--- src/rtl/assert_macros.svh ---
// Assertion helpers shared by the RTL.
`ifndef ASSERT_MACROS_SVH
`define ASSERT_MACROS_SVH

// Checked on every rising edge outside reset.
`define DSPC_ASSERT(label, prop, msg) \
  label: assert property (@(posedge clk) disable iff (rst) (prop)) else $error(msg);

// Checked on every rising edge, reset included.
`define DSPC_ASSERT_ALWAYS(label, prop, msg) \
  label: assert property (@(posedge clk) (prop)) else $error(msg);

`endif

--- src/rtl/dspc_pkg.sv ---
`default_nettype none

package dspc_pkg;

  // Number of window positions; depth code NUM_POSITIONS means no match.
  localparam int NUM_POSITIONS = 13;

  // Field and register widths.
  localparam int SAMPLE_W   = 13;
  localparam int SAFE_W     = 13;
  localparam int SLOPE_W    = 10;
  localparam int BS_W       = 4;
  localparam int DATA_W     = 13;
  localparam int CFG_IDX_W  = 4;
  localparam int DEPTH_W    = 4;

  // Internal code, holds 0..NUM_POSITIONS.
  localparam int CODE_W = $clog2(NUM_POSITIONS + 1);

  // Signed centre: safe voltage less the largest possible total drop.
  localparam int MAX_DROP = (15 + 2 + NUM_POSITIONS) * 1023;
  localparam int CTR_W    = $clog2(8191 + MAX_DROP + 1) + 1;
  localparam int DIFF_W   = CTR_W + 1;

  // Window half widths in mV.
  localparam int HALF_FIXED_MV = 105;
  localparam int HALF_CAL_MV   = 70;

  // Fixed strip centres in mV.
  localparam int FIXED_COUNT = 13;
  localparam int FIXED_MV [FIXED_COUNT] = '{
    3110, 2870, 2640, 2410, 2180, 1950, 1720, 1490, 1260, 1020, 790, 560, 330
  };

  // Reset values of the registers.
  localparam logic [SAFE_W-1:0]  SAFE_RST  = SAFE_W'(3110);
  localparam logic [SLOPE_W-1:0] SLOPE_RST = SLOPE_W'(230);
  localparam logic [BS_W-1:0]    BS_RST    = BS_W'(1);

  // Register indexes on the configuration port.
  typedef enum logic [CFG_IDX_W-1:0] {
    REG_STRIP_TYPE  = 4'd0,
    REG_SAFE_MV     = 4'd1,
    REG_SLOPE_MV    = 4'd2,
    REG_BS_DISTANCE = 4'd3
  } dspc_reg_t;

  // Strip types.
  localparam logic STRIP_FIXED = 1'b0;
  localparam logic STRIP_CAL   = 1'b1;

  typedef struct packed {
    logic               strip_type;
    logic [SAFE_W-1:0]  safe_mv;
    logic [SLOPE_W-1:0] slope_mv;
    logic [BS_W-1:0]    bs_distance;
  } dspc_cfg_t;

  // Word handed from cell to cell.
  typedef struct packed {
    logic [SAMPLE_W-1:0]     sample;
    logic signed [CTR_W-1:0] centre;
    logic                    done;
    logic [CODE_W-1:0]       code;
  } dspc_word_t;

  // Fixed table centre of a position (zero past the table).
  function automatic logic signed [CTR_W-1:0] fixed_centre(input logic [CODE_W-1:0] pos);
    logic signed [CTR_W-1:0] c;
    c = '0;
    for (int i = 0; i < FIXED_COUNT; i++) begin
      if (i < NUM_POSITIONS && pos == CODE_W'(i)) c = CTR_W'(FIXED_MV[i]);
    end
    return c;
  endfunction

  // Whether a position has a fixed table window at all.
  function automatic logic fixed_has(input logic [CODE_W-1:0] pos);
    logic h;
    h = 1'b0;
    for (int i = 0; i < FIXED_COUNT; i++) begin
      if (i < NUM_POSITIONS && pos == CODE_W'(i)) h = 1'b1;
    end
    return h;
  endfunction

endpackage

`default_nettype wire

--- src/rtl/depth_strip_position_classifier_unit.sv ---
// Channel | Dir | Signals                                   | Word
// --------+-----+-------------------------------------------+---------------------------
// in      | in  | in_valid, in_ready, sample_mv             | one voltage sample, mV
// out     | out | out_valid, out_ready, depth_code          | one depth code per sample
// cfg     | in  | cfg_valid, cfg_ready, cfg_index, cfg_data | one register write
//
// One sample enters per cycle while the chain is not stalled; each word walks a
// chain of NUM_POSITIONS cells, one window test per cell, to the output register.
// Synchronous reset empties the chain and loads the register reset values.
// A result waiting in the last cell with out_ready low stalls the whole chain,
// and in_ready drops for that cycle. Configuration writes are taken every cycle.
`default_nettype none

module depth_strip_position_classifier_unit (
  input  wire logic                           clk,
  input  wire logic                           rst,
  input  wire logic                           in_valid,
  output logic                                in_ready,
  input  wire logic [dspc_pkg::SAMPLE_W-1:0]  sample_mv,
  output logic                                out_valid,
  input  wire logic                           out_ready,
  output logic [dspc_pkg::DEPTH_W-1:0]        depth_code,
  input  wire logic                           cfg_valid,
  output logic                                cfg_ready,
  input  wire logic [dspc_pkg::CFG_IDX_W-1:0] cfg_index,
  input  wire logic [dspc_pkg::DATA_W-1:0]    cfg_data
);
  import dspc_pkg::*;

  `include "assert_macros.svh"

  dspc_cfg_t  cfg;
  logic       adv;
  logic       vld [NUM_POSITIONS+1];
  dspc_word_t word [NUM_POSITIONS+1];

  dspc_cfg u_cfg (
    .clk       (clk),
    .rst       (rst),
    .cfg_valid (cfg_valid),
    .cfg_ready (cfg_ready),
    .cfg_index (cfg_index),
    .cfg_data  (cfg_data),
    .cfg       (cfg)
  );

  // Chain moves unless a result is held at the output.
  assign adv      = !out_valid || out_ready;
  assign in_ready = adv;

  // Word entering the first cell.
  assign vld[0]         = in_valid;
  assign word[0].sample = sample_mv;
  assign word[0].centre = '0;
  assign word[0].done   = 1'b0;
  assign word[0].code   = CODE_W'(NUM_POSITIONS);

  for (genvar k = 0; k < NUM_POSITIONS; k++) begin : g_cell
    dspc_cell u_cell (
      .clk      (clk),
      .rst      (rst),
      .adv      (adv),
      .pos      (CODE_W'(k)),
      .cfg      (cfg),
      .up_valid (vld[k]),
      .up_word  (word[k]),
      .dn_valid (vld[k+1]),
      .dn_word  (word[k+1])
    );
  end

  // Last cell is the output register.
  assign out_valid  = vld[NUM_POSITIONS];
  assign depth_code = DEPTH_W'(word[NUM_POSITIONS].code);

  // Checks
  `DSPC_ASSERT_ALWAYS(a_rst_empty, rst |=> !out_valid, "output valid right after reset")
  `DSPC_ASSERT(a_code_range, out_valid |-> (NUM_POSITIONS > 15) || (depth_code <= DEPTH_W'(NUM_POSITIONS)), "depth code out of range")
  `DSPC_ASSERT(a_stall_src, !in_ready |-> out_valid && !out_ready, "stall without a held result")

endmodule

`default_nettype wire

--- src/rtl/dspc_cfg.sv ---
`default_nettype none

module dspc_cfg (
  input  wire logic                          clk,
  input  wire logic                          rst,
  input  wire logic                          cfg_valid,
  output logic                               cfg_ready,
  input  wire logic [dspc_pkg::CFG_IDX_W-1:0] cfg_index,
  input  wire logic [dspc_pkg::DATA_W-1:0]    cfg_data,
  output dspc_pkg::dspc_cfg_t                cfg
);
  import dspc_pkg::*;

  // Writes are always taken.
  assign cfg_ready = 1'b1;

  // Register file; unknown indexes are dropped.
  always_ff @(posedge clk) begin
    if (rst) begin
      cfg.strip_type  <= STRIP_FIXED;
      cfg.safe_mv     <= SAFE_RST;
      cfg.slope_mv    <= SLOPE_RST;
      cfg.bs_distance <= BS_RST;
    end else if (cfg_valid) begin
      case (cfg_index)
        REG_STRIP_TYPE:  cfg.strip_type  <= cfg_data[0];
        REG_SAFE_MV:     cfg.safe_mv     <= cfg_data[SAFE_W-1:0];
        REG_SLOPE_MV:    cfg.slope_mv    <= cfg_data[SLOPE_W-1:0];
        REG_BS_DISTANCE: cfg.bs_distance <= cfg_data[BS_W-1:0];
        default: ;
      endcase
    end
  end

endmodule

`default_nettype wire

--- src/rtl/dspc_cell.sv ---
`default_nettype none

module dspc_cell (
  input  wire logic                        clk,
  input  wire logic                        rst,
  input  wire logic                        adv,
  input  wire logic [dspc_pkg::CODE_W-1:0] pos,
  input  wire dspc_pkg::dspc_cfg_t         cfg,
  input  wire logic                        up_valid,
  input  wire dspc_pkg::dspc_word_t        up_word,
  output logic                             dn_valid,
  output dspc_pkg::dspc_word_t             dn_word
);
  import dspc_pkg::*;

  logic [SAFE_W+SLOPE_W-1:0] bs_drop;
  logic signed [CTR_W-1:0]   cal_centre;
  logic signed [CTR_W-1:0]   centre;
  logic signed [DIFF_W-1:0]  diff;
  logic signed [DIFF_W-1:0]  half;
  logic                      has_win;
  logic                      hit;
  dspc_word_t                word_next;

  // Calibrated centre steps down from the previous cell's centre; position 0 starts at the safe voltage.
  assign bs_drop = (SAFE_W+SLOPE_W)'(cfg.bs_distance) * (SAFE_W+SLOPE_W)'(cfg.slope_mv);

  always_comb begin
    if (pos == CODE_W'(0)) begin
      cal_centre = CTR_W'(cfg.safe_mv);
    end else if (pos == CODE_W'(1)) begin
      cal_centre = up_word.centre - CTR_W'(bs_drop);
    end else if (pos == CODE_W'(2)) begin
      cal_centre = up_word.centre - CTR_W'({cfg.slope_mv, 1'b0});
    end else begin
      cal_centre = up_word.centre - CTR_W'(cfg.slope_mv);
    end
  end

  // Window of this position for the active strip type.
  always_comb begin
    if (cfg.strip_type == STRIP_CAL) begin
      centre  = cal_centre;
      half    = DIFF_W'(HALF_CAL_MV);
      has_win = 1'b1;
    end else begin
      centre  = fixed_centre(pos);
      half    = DIFF_W'(HALF_FIXED_MV);
      has_win = fixed_has(pos);
    end
  end

  // Open interval test on sample - centre.
  assign diff = DIFF_W'({1'b0, up_word.sample}) - DIFF_W'(centre);
  assign hit  = has_win && (diff > -half) && (diff < half);

  // First hit along the chain keeps its code.
  always_comb begin
    word_next        = up_word;
    word_next.centre = cal_centre;
    if (!up_word.done && hit) begin
      word_next.done = 1'b1;
      word_next.code = pos;
    end
  end

  // Stage register.
  always_ff @(posedge clk) begin
    if (rst) begin
      dn_valid <= 1'b0;
    end else if (adv) begin
      dn_valid <= up_valid;
    end
  end

  always_ff @(posedge clk) begin
    if (adv) begin
      dn_word <= word_next;
    end
  end

endmodule

`default_nettype wire
--- config.mk ---
export PLATFORM = sky130hd
export DESIGN_NAME = depth_strip_position_classifier_unit
export DESIGN_NICKNAME = d
export VERILOG_FILES = /design/src/rtl/dspc_pkg.sv /design/src/rtl/depth_strip_position_classifier_unit.sv /design/src/rtl/dspc_cfg.sv /design/src/rtl/dspc_cell.sv
export VERILOG_INCLUDE_DIRS = /design/src /design/src/rtl
export SDC_FILE = /design/constraint.sdc
export NUM_CORES = 1
export LEC_CHECK = 0
export BUFFER_PORTS_ARGS = -buffer_cell sky130_fd_sc_hd__buf_4
export CAP_MARGIN = 20
export CORE_MARGIN = 2
export CORE_UTILIZATION = 65
export CTS_CLUSTER_DIAMETER = 30
export DETAILED_ROUTE_END_ITERATION = 12
export PLACE_DENSITY_LB_ADDON = 0.05
export SYNTH_ARGS = -nofsm -noshare
export SYNTH_HDL_FRONTEND = slang
export SYNTH_SLANG_ARGS = --single-unit
--- constraint.sdc ---
create_clock -name clk -period 32 [get_ports clk]
set_input_delay 0 -clock clk [delete_from_list [all_inputs] [get_ports clk]]
set_output_delay 0 -clock clk [all_outputs]
set_load 0.1 [all_outputs]
# Yosys cells after proc, flatten, opt, wreduce, memory -nomap -nowiden
# Cells that the tools add are included.
[totals]
ff_bits = 461
out_inout_bits = 7
wordCells = 181
[classes]
add_sub_neg = 26
mul = 1
magnitude_cmp = 26
eq_ne = 3
n_mux = 15
n_reduce_logical = 44
[op_table]
columns = ["cell", "count"]
rows = [
  ["$gt A18 B18 Y1", 13],
  ["$sub A14 B17 Y18", 13],
  ["$mux W17", 12],
  ["$sub A17 B10 Y17", 10],
  ["$lt A18 B8 Y1", 9],
  ["$lt A18 B18 Y1", 4],
  ["$logic_and A1 B1 Y1", 25],
  ["$neg A7 Y18", 1],
  ["$sub A17 B11 Y17", 1],
  ["$sub A13 B14 Y15", 1],
  ["$mul A4 B10 Y14", 1],
  ["$logic_not A1 Y1", 13],
  ["$mux W13", 1],
  ["$eq A4 B2 Y1 const B", 2],
  ["$reduce_and A2 Y1", 4],
  ["$mux W6", 1],
  ["$mux W5", 1],
  ["$eq A4 B1 Y1 const B", 1],
  ["$logic_not A4 Y1", 1],
  ["$logic_or A1 B1 Y1", 1],
]

# Logic depth before layout (Yosys ltp)
# Gate-level depths: netlist of run 1.
[depth]
depth_word = 7
ltp_mapped = 27
depth_no_buf = 27

# Hierarchy
# A second synthesis of run 1 with hierarchy kept.
[hier_totals]
hier_cells = 9429
hier_area_um2 = 76986.3
[by_module_without_submodules]
columns = ["mod", "n_inst", "cells_each", "area_each_um2"]
rows = [
  ["dspc_cell at g_cell[6].u_cell ...", 3, 742, 5896.9],
  ["dspc_cell at g_cell[11].u_cell ...", 3, 711, 5871.9],
  ["dspc_cell at g_cell[3].u_cell ...", 2, 744, 6007.0],
  ["dspc_cell at g_cell[9].u_cell", 1, 711, 5759.3],
  ["dspc_cell at g_cell[10].u_cell", 1, 701, 5728.0],
  ["dspc_cell at g_cell[5].u_cell", 1, 681, 5667.9],
  ["dspc_cell at g_cell[2].u_cell", 1, 690, 5660.4],
  ["dspc_cell at g_cell[0].u_cell", 1, 676, 5635.4],
  ["dspc_cfg", 1, 120, 1201.2],
  ["depth_strip_position_classifier_unit", 1, 3, 13.8],
]

# Worst setup path before layout of run 1
# Ideal clock, no wire load.
[synth_path]
path_kind = "register to register"
startpoint = "register g_cell[12].u_cell.dn_valid"
endpoint = "register g_cell[0].u_cell.dn_word[10] in the netlist's numbering (enable)"
arrival_time_ns = 13.114
required_time_ns = 31.022
path_slack_ns = 17.908
stages_incl_launch_ff = 4
path_buffers = 1
path_cell_list = "dfxtp_1 -> nor2b_1 -> inv_1 -> clkbuf_1"
[synth_between]
elab_chain_len = 2
[synth_lines]
columns = ["element", "line_no", "rtl"]
rows = [
  ["start: declaration", "dspc_cell.sv:11", "output logic dn_valid,"],
  ["start signal: assignment", "dspc_cell.sv:72", "dn_valid <= up_valid;"],
  ["$logic_not A1 Y1", "depth_strip_position_classifier_unit.sv:48", "assign adv = !out_valid || out_ready;"],
  ["$logic_or A1 B1 Y1", "depth_strip_position_classifier_unit.sv:48", ""],
  ["via in_ready", "depth_strip_position_classifier_unit.sv:18", "output logic in_ready,"],
  ["end signal: assignment", "dspc_cell.sv:78", "dn_word <= word_next;"],
  ["end: declaration", "dspc_cell.sv:12", "output dspc_pkg::dspc_word_t dn_word"],
]
# The timed path passes the listed nets, and every way through them passes these cells.
# A chain may end at the register's enable or synchronous reset.

# Worst setup path after layout of run 1
[layout_path]
startpoint = "register u_cfg.cfg[5] (netlist name)"
endpoint = "register g_cell[1].u_cell.dn_word[2] in the netlist's numbering (data pin)"
[layout_between]
elab_chain_len = 7
elab_cells_between_ends = 8
classes_between = "2 x add/sub; 1 x mul; 2 x order compare; 1 x mux; 2 x reduce/logical"
[layout_lines]
columns = ["element", "line_no", "rtl"]
rows = [
  ["$mul A4 B10 Y14 (*)", "n/a", ""],
  ["$sub A13 B14 Y15 (*)", "dspc_cell.sv:32", "cal_centre = up_word.centre - CTR_W'(bs_drop);"],
  ["via g_cell[1].u_cell.cal_centre[12]", "dspc_cell.sv:17", "logic signed [CTR_W-1:0] cal_centre;"],
  ["$mux W17 (*)", "dspc_cell.sv:42", "if (cfg.strip_type == STRIP_CAL) begin"],
  ["$sub A14 B17 Y18 (*)", "dspc_cell.sv:54", "assign diff = DIFF_W'({1'b0, up_word.sample}) - DIFF_W'(centre);"],
  ["$gt A18 B18 Y1 or $lt A18 B18 Y1 (tied branches)", "dspc_cell.sv:55", "assign hit = has_win && (diff > -half) && (diff < half);"],
  ["$logic_and A1 B1 Y1 (*)", "dspc_cell.sv:55", ""],
  ["$logic_and A1 B1 Y1 (*)", "dspc_cell.sv:61", "if (!up_word.done && hit) begin"],
  ["end signal: assignment", "dspc_cell.sv:78", ""],
  ["end: declaration", "dspc_cell.sv:12", ""],
]
# The timed path passes the listed nets; every way through them passes the cells marked *.

==> qor.txt, run 1 <==
Result of the run = completed
Maximum count of clock buffers along a single path = 3
Worst flop-to-flop path startpoint = u_cfg.cfg[5]
Clock network power share = 0.376
Critical Path Source Type = register
Detailed-route via count = 29000
Total global-route track usage = 0.332
Iteration-0 DRC Markers = 2369
Classification of the worst setup path = reg -> reg
Standard-cell rows = 85
Starting density of the core = 0.657
Top cell type's share of synthesized area = 0.349
Critical Path Max Stage Delay = 0.73 ns
Diode insertion count for antenna repair = 0
Synth area leaders = edfxtp_1, ha_1, xnor2_1, nor2_1, a21oi_1
Post-synth top flop = edfxtp_1
Crit-path max FO = 10
Post-DR vias/cell = 6.36
Leading area contributor after synthesis = edfxtp_1
Worst endpoint required time = 32.38 ns
IR Drop Worst-Case VDD = 64.5 µV
DP HPWL = 67.2 mm
Worst Hold Depth = 2
Clock sinks = 452
Number of synthesis warnings = 0
Footprint of the flip-flops and latches = 13200 µm²
Power density over the cells = 73.1 nW/µm²
Final critical-path required period = 6.97 ns
Number of unique standard cell types used by synthesis = 94
Global-route wire length before repair = 150 mm
Root cell of the clock tree = clkbuf_16
Total nets after synthesis = 4109
Die Y = 237 µm
Setup crit end kind = register
Cell Chain, Critical Path = nand2_1, fa_1, fa_1, inv_1, fa_1, inv_1, ha_1, o21ai_0, a21oi_1, o41ai_1, o21ai_0, o21ai_0, nand2b_1, xor2_1, nand2_1, ha_1, xnor2_1, a2111oi_0, nor2_1, o31ai_1, nand3_1, o311ai_0, and4_1, nor3b_1
Largest net degree at the start of global routing = 168
Cell with the most instances after synthesis = edfxtp_1
Depth of the worst register-to-register path = 24
Worst setup slack after placement = 25.14 ns
Routability congestion estimate = 0.929
Slew @ Worst Pin = 1.06 ns
Final wirelength = 93.4 mm
Setup TNS = 0 ns
Post-Synthesis Cell Area = 35400 µm²
Power Internal = 1940 µW
Leak Pwr = 0.0169 µW
Final Net Count = 4257
Sequential cell area fraction in the yosys report = 0.372
Number of port buffers = 40
Die outline area = 56300 µm²
Crit path from = u_cfg.cfg[5]
FF+latch count, synth = 452
Worst hold slack across all endpoints = 0.0886 ns
PostCTS Resize Cnt = 0
Share of async-settable or async-resettable flops after synthesis = 0
Maximum level of the CTS H-tree = 3
Net switching power = 1040 µW
Signed area change from the synthesized netlist to the final layout = 15.0%
Arrival time of the worst setup path = 7.34 ns
Max cap viols = 0
Antenna Violating Nets Remaining = 0
Final number of hold-violating endpoints = 0
Count of pins over their slew limit = 0
Layout cell share with drive strength beyond 1 = 0.0839
Relative slew slack = 0.292
Initial antenna violation count = 0
Fmax = 0.144 GHz
Area of the core = 53800 µm²
Synthesized area per cell = 9.77 µm²
Combinational share of power = 0.315
Horiz. Die Dim = 237 µm
Class of the worst hold path = in -> reg
Final Setup Violations = 0
Most numerous cell types in the synthesized netlist = edfxtp_1, ha_1, nor2_1
Clock latency of the later-clocked register in the worst-skew pair = 0.66 ns
Sequential cell fraction of total power = 0.308
Slowest cell on the critical path = dfxtp_1
Post-route worst setup slack = 25.03 ns
Tcrit/Tclk final = 0.218
Post-synthesis cell count = 3620
Area taken by multi-input logic gates = 21200 µm²
Max Clock Skew = 0.0297 ns
IO Pins = 42
First drt pass iteration count = 10
Layout filler cell count = 3705
Clock-pin slew on the worst setup and hold paths = 0.05 ns
Switching power share of the total = 0.349
TritonCTS clock tree = yes
Total global routing overflow = 0
Post-detailed-route wirelength per cell = 20.5 µm
Hold path start = sample_mv[2]
Number of buffers created by CTS = 109
Post-synth EDFFs = 411
Total DRC errors in the routed layout = 0
RSZ-0062 raised after global routing = false
Vias in the first global route = 28800
## flip-flops by register name, summed over array words and instances (netlist names)
register and flops:
g_cell.u_cell.dn_word 411, g_cell.u_cell.dn_valid 13, u_cfg.cfg 28
## layout by cell type, fill, tap and decap left out, types with 93 or more instances in the layout
master       n
a21oi_1    227
nor2_1     328
nand2_1    286
o21a_1      93
edfxtp_1   411
inv_1      199
xnor2_1    179
ha_1       403
clkbuf_16  112
o21ai_0    178
xor2_1     115
## path summary, 6_finish.rpt
path                                  end  slack [ns]
max reg2reg   g_cell[1].u_cell.dn_word[2]       25.03
max           g_cell[1].u_cell.dn_word[2]       25.03
min reg2reg     g_cell[2].u_cell.dn_valid        0.45
min          g_cell[0].u_cell.dn_word[24]        0.09
## critical path, delay by kind of cell (launching register included)
| family | cells | cell delay, ns |
|---|---|---|
| AO/OA/AOI/OAI | 8 | 2.22 |
| XOR/XNOR | 2 | 0.39 |
| adder cells (fa/ha/maj) | 5 | 2.33 |
| buffers and inverters | 2 | 0.11 |
| flip-flops | 1 | 0.73 |
| AND/OR/NAND/NOR | 7 | 0.90 |
## stage by stage
stage	utilization	total power [µW]	cell area, µm²	std cells
3_3_place_gp	0.677	1790	36400	4305
6_report	0.756	2970	40700	4559
2_1_floorplan	-	1590	35400	3620
5_1_grt	0.756	3120	40700	4559
3_5_place_dp	0.677	1830	36400	4306
4_1_cts	0.756	2970	40700	4558
## cells by family (layout without fill, tap and decap cells)
| family | count (synthesis) | in the layout | share of synthesized area |
|---|---|---|---|
| AOI/OAI and AO/OA | 906 | 906 | 0.171 |
| muxes | 39 | 39 | 0.0113 |
| and+or+nand+nor | 1206 | 1206 | 0.172 |
| adders and majority gates | 455 | 455 | 0.172 |
| xor gates and xnor gates | 294 | 294 | 0.0728 |
| other | 1 | 1 | 0.000106 |
| DFF | 452 | 452 | 0.372 |
| buffers and inverters | 267 | 510 | 0.0288 |
## final cells by class
type                            count  area share
Multi-Input combinational cell   2901       0.521
Tap cell                          696      0.0214
Timing Repair Buffer              102      0.0221
Clock buffer                      117      0.0696
Inverter                          202      0.0189
Clock inverter                     89      0.0233
Sequential cell                   452       0.324
## repair_timing
action,4_1_cts,5_1_grt
buffers inserted,0,0
endpoints found under the hold margin,55,0
hold buffers,46,0
## power by group through the flow
stage | clock, µW | sequential [µW] | combinational (µW)
2_1_floorplan | 0 | 893 | 694
3_3_place_gp | 0 | 921 | 874
3_5_place_dp | 0 | 923 | 905
4_1_cts | 1130 | 916 | 922
5_1_grt | 1160 | 930 | 1030
6_report | 1120 | 916 | 938
## layer usage
metal  vias to the layer above  GRT usage  share of wire
li1                      13700          -              -
met1                     13900      0.432           0.42
met2                      1123      0.555           0.48
met3                       256     0.0530          0.062
met4                         0      0.136          0.039
met5                         -          0              0
No activity file was read; power rests on OpenSTA's default activity.
==> inputs of run 2 (changes only) <==
clock period = 6.62 ns   (was 32 ns; I/O delays follow)
==> qor.txt, run 2 (synthesis gave the netlist of run 1 again) <==
Crit path from = u_cfg.cfg[2] (was u_cfg.cfg[5])
Total global-route track usage = 0.329 (was 0.332)
Critical Path Max Stage Delay = 0.52 ns (was 0.73 ns)
Worst endpoint required time = 6.99 ns (was 32.38 ns)
Maximum level of the CTS H-tree = 3 (unchanged)
Register-to-register path setup slack = 0.31 ns (was 25.03 ns)
Final number of hold-violating endpoints = 0 (unchanged)
Number of buffers created by CTS = 102 (was 109)
Standard-cell rows = 85 (unchanged)
Clock network power share = 0.361 (was 0.376)
Starting density of the core = 0.657 (unchanged)
Overall power after layout = 14000 µW (was 2970 µW)
Horiz. Die Dim = 237 µm (unchanged)
Top library cells by usage in the layout, fill and taps aside = edfxtp_1, ha_1, nor2_1 (unchanged)
Max Clock Skew = 0.0518 ns (was 0.0297 ns)
Clock-pin slew on the worst setup and hold paths = 0.05 ns (about the same)
Non-Filler Cell Area, Final = 40500 µm² (was 40700 µm²)
Final Net Count = 4261 (was 4257)
Post-DR vias/cell = 6.30 (was 6.36)
Post-route worst setup slack = 0.312 ns (was 25.03 ns)
Power density over the cells = 346 nW/µm² (was 73.1 nW/µm²)
Arrival time of the worst setup path = 6.68 ns (was 7.34 ns)
Worst flop-to-flop path startpoint = u_cfg.cfg[2] (was u_cfg.cfg[5])
Final Setup Violations = 0 (unchanged)
Layout filler cell count = 3755 (was 3705)
DP HPWL = 67.4 mm (was 67.2 mm)
Diode insertion count for antenna repair = 0 (unchanged)
Detailed-route via count = 28700 (was 29000)
Iteration-0 DRC Markers = 2364 (was 2369)
Setup crit end kind = register (unchanged)
Root cell of the clock tree = clkbuf_16 (unchanged)
Reg2Reg Capture Point = g_cell[1].u_cell.dn_word[2] (unchanged)
IO Pins = 42 (unchanged)
End of the worst hold path = g_cell[0].u_cell.dn_word[31] (was g_cell[0].u_cell.dn_word[24])
IR Drop Worst-Case VDD = 337 µV (was 64.5 µV)
Antenna Violating Nets Remaining = 0 (unchanged)
Combinational share of power = 0.322 (was 0.315)
Clock sinks = 452 (unchanged)
Leak Pwr = 0.0169 µW (about the same)
Registers with the most flip-flops = g_cell.u_cell.dn_word (411), u_cfg.cfg (28), g_cell.u_cell.dn_valid (13) (unchanged)
Tcrit/Tclk final = 0.953 (was 0.218)
Slowest cell on the critical path = fa_1 (was dfxtp_1)
First drt pass iteration count = 5 (was 10)
Routability congestion estimate = 0.931 (was 0.929)
Number of port buffers = 40 (unchanged)
Count of pins over their slew limit = 0 (unchanged)
Final critical-path required period = 6.31 ns (was 6.97 ns)
Total global routing overflow = 0 (unchanged)
Placed cells = 4317 (was 4306)
Largest net degree at the start of global routing = 164 (was 168)
Hold path start = sample_mv[9] (was sample_mv[2])
Clock latency of the later-clocked register in the worst-skew pair = 0.65 ns (was 0.66 ns)
Global-route wire length before repair = 149 mm (was 150 mm)
Die outline area = 56300 µm² (unchanged)
Signed area change from the synthesized netlist to the final layout = 14.5% (was 15.0%)
Sequential cell fraction of total power = 0.316 (was 0.308)
Worst Hold Depth = 2 (unchanged)
Class of the worst hold path = in -> reg (unchanged)
Area of placed instances = 36500 µm² (was 36400 µm²)
Die Y = 237 µm (unchanged)
Area taken by multi-input logic gates = 21200 µm² (about the same)
Setup TNS = 0 ns (unchanged)
Fmax = 0.159 GHz (was 0.144 GHz)
Post-detailed-route wirelength per cell = 20.3 µm (was 20.5 µm)
Initial antenna violation count = 0 (unchanged)
Max cap viols = 0 (unchanged)
Vias in the first global route = 28600 (was 28800)
Net switching power = 4850 µW (was 1040 µW)
Area of the core = 53800 µm² (unchanged)
Relative slew slack = 0.362 (was 0.292)
Final wirelength = 92.5 mm (was 93.4 mm)
Top register by number of flip-flops = g_cell.u_cell.dn_word (unchanged)
Post-layout instance count excluding filler cells = 4556 (was 4559)
Total DRC errors in the routed layout = 0 (unchanged)
Critical Path Source Type = register (unchanged)
Slew @ Worst Pin = 0.956 ns (was 1.06 ns)
Depth of the worst register-to-register path = 27 (was 24)
Power Internal = 9160 µW (was 1940 µW)
Maximum count of clock buffers along a single path = 3 (unchanged)
Crit-path max FO = 8 (was 10)
TritonCTS clock tree = yes (unchanged)
Result of the run = completed (unchanged)
Switching power share of the total = 0.346 (was 0.349)
Leading cell type in the layout, fill and taps excluded = edfxtp_1 (unchanged)
Worst setup slack after placement = 0.181 ns (was 25.14 ns)
RSZ-0062 raised after global routing = false (unchanged)
Layout cell share with drive strength beyond 1 = 0.0806 (was 0.0839)
Classification of the worst setup path = reg -> reg (unchanged)
Flip-flop count of the largest register after layout = 411 (unchanged)
Footprint of the flip-flops and latches = 13200 µm² (about the same)
## run 2: changes by cell type in the layout (fill, tap and decap cells not counted), moves of 2 or more
| cell | delta |
|---|---|
| inv_6 | -3 |
| clkinv_2 | -4 |
| dfxtp_1 | -2 |
| bufinv_16 | +2 |
| dfxtp_2 | +2 |
| clkinvlp_4 | -6 |
| clkbuf_1 | +8 |
| clkinv_1 | +8 |
| clkbuf_16 | -10 |
| clkinv_4 | -8 |
| buf_4 | +11 |
## run 2: worst max-delay path, delay by kind of cell (launching register included)
family                   cells  cell delay (ns)
AND/OR/NAND/NOR              8             0.92
buffers and inverters        5             0.53
AO/OA/AOI/OAI                7             1.51
flip-flops                   1             0.39
XOR/XNOR                     2             0.45
adder cells (fa/ha/maj)      5             2.23
## run 2: final cells by class
cell class                 instances  share of cell area
clock inverter                    77              0.0216
multi-input combinational       2901               0.524
inverter                         202              0.0190
timing repair buffer             113              0.0244
tap                              696              0.0215
sequential                       452               0.325
clock buffer                     115              0.0645
## run 2: what timing repair did
item | in CTS | in global routing
setup endpoints to repair | 0 | 5
setup buffers | 0 | 0
hold buffers | 45 | 0
endpoints found under the hold margin | 55 | 0
gates resized for setup | 0 | 7
## run 2: per-stage QoR
stage,hold WS (ns),util
2_1_floorplan,0.0989,-
3_3_place_gp,0.199,0.679
3_5_place_dp,0.199,0.679
4_1_cts,0.0355,0.752
5_1_grt,0.0819,0.753
6_report,0.103,0.753
## run 2: power groups by stage
stage / clock, µW / combinational, µW / sequential (µW)
global route: 5240 / 4960 / 4490
global placement: 0 / 4210 / 4450
floorplan: 0 / 3350 / 4320
CTS: 5100 / 4430 / 4430
finish: 5060 / 4520 / 4430
detailed placement: 0 / 4370 / 4470
## run 2: worst max path at each step
| stage | to | slack, ns | cells after the start |
|---|---|---|---|
| 6_report | g_cell[1].u_cell.dn_word[2] | 0.31 | 27 |
| 4_1_cts | g_cell[1].u_cell.dn_word[2] | 0.13 | 25 |
| 2_1_floorplan | g_cell[6].u_cell.dn_word[0] | 0.22 | 27 |
| 3_5_place_dp | g_cell[1].u_cell.dn_word[2] | 0.18 | 25 |
| 3_3_place_gp | g_cell[1].u_cell.dn_word[2] | 0.28 | 24 |
| 5_1_grt | g_cell[1].u_cell.dn_word[2] | 0.01 | 27 |
## run 2: per-layer routing
metal	wire [µm]	share of wire	global-route usage	vias up
li1	-	-	-	13700
met1	39200	0.42	0.426	13700
met2	44100	0.48	0.558	1049
met3	5450	0.059	0.0470	255
met4	3770	0.041	0.133	0
met5	0	0	0	-
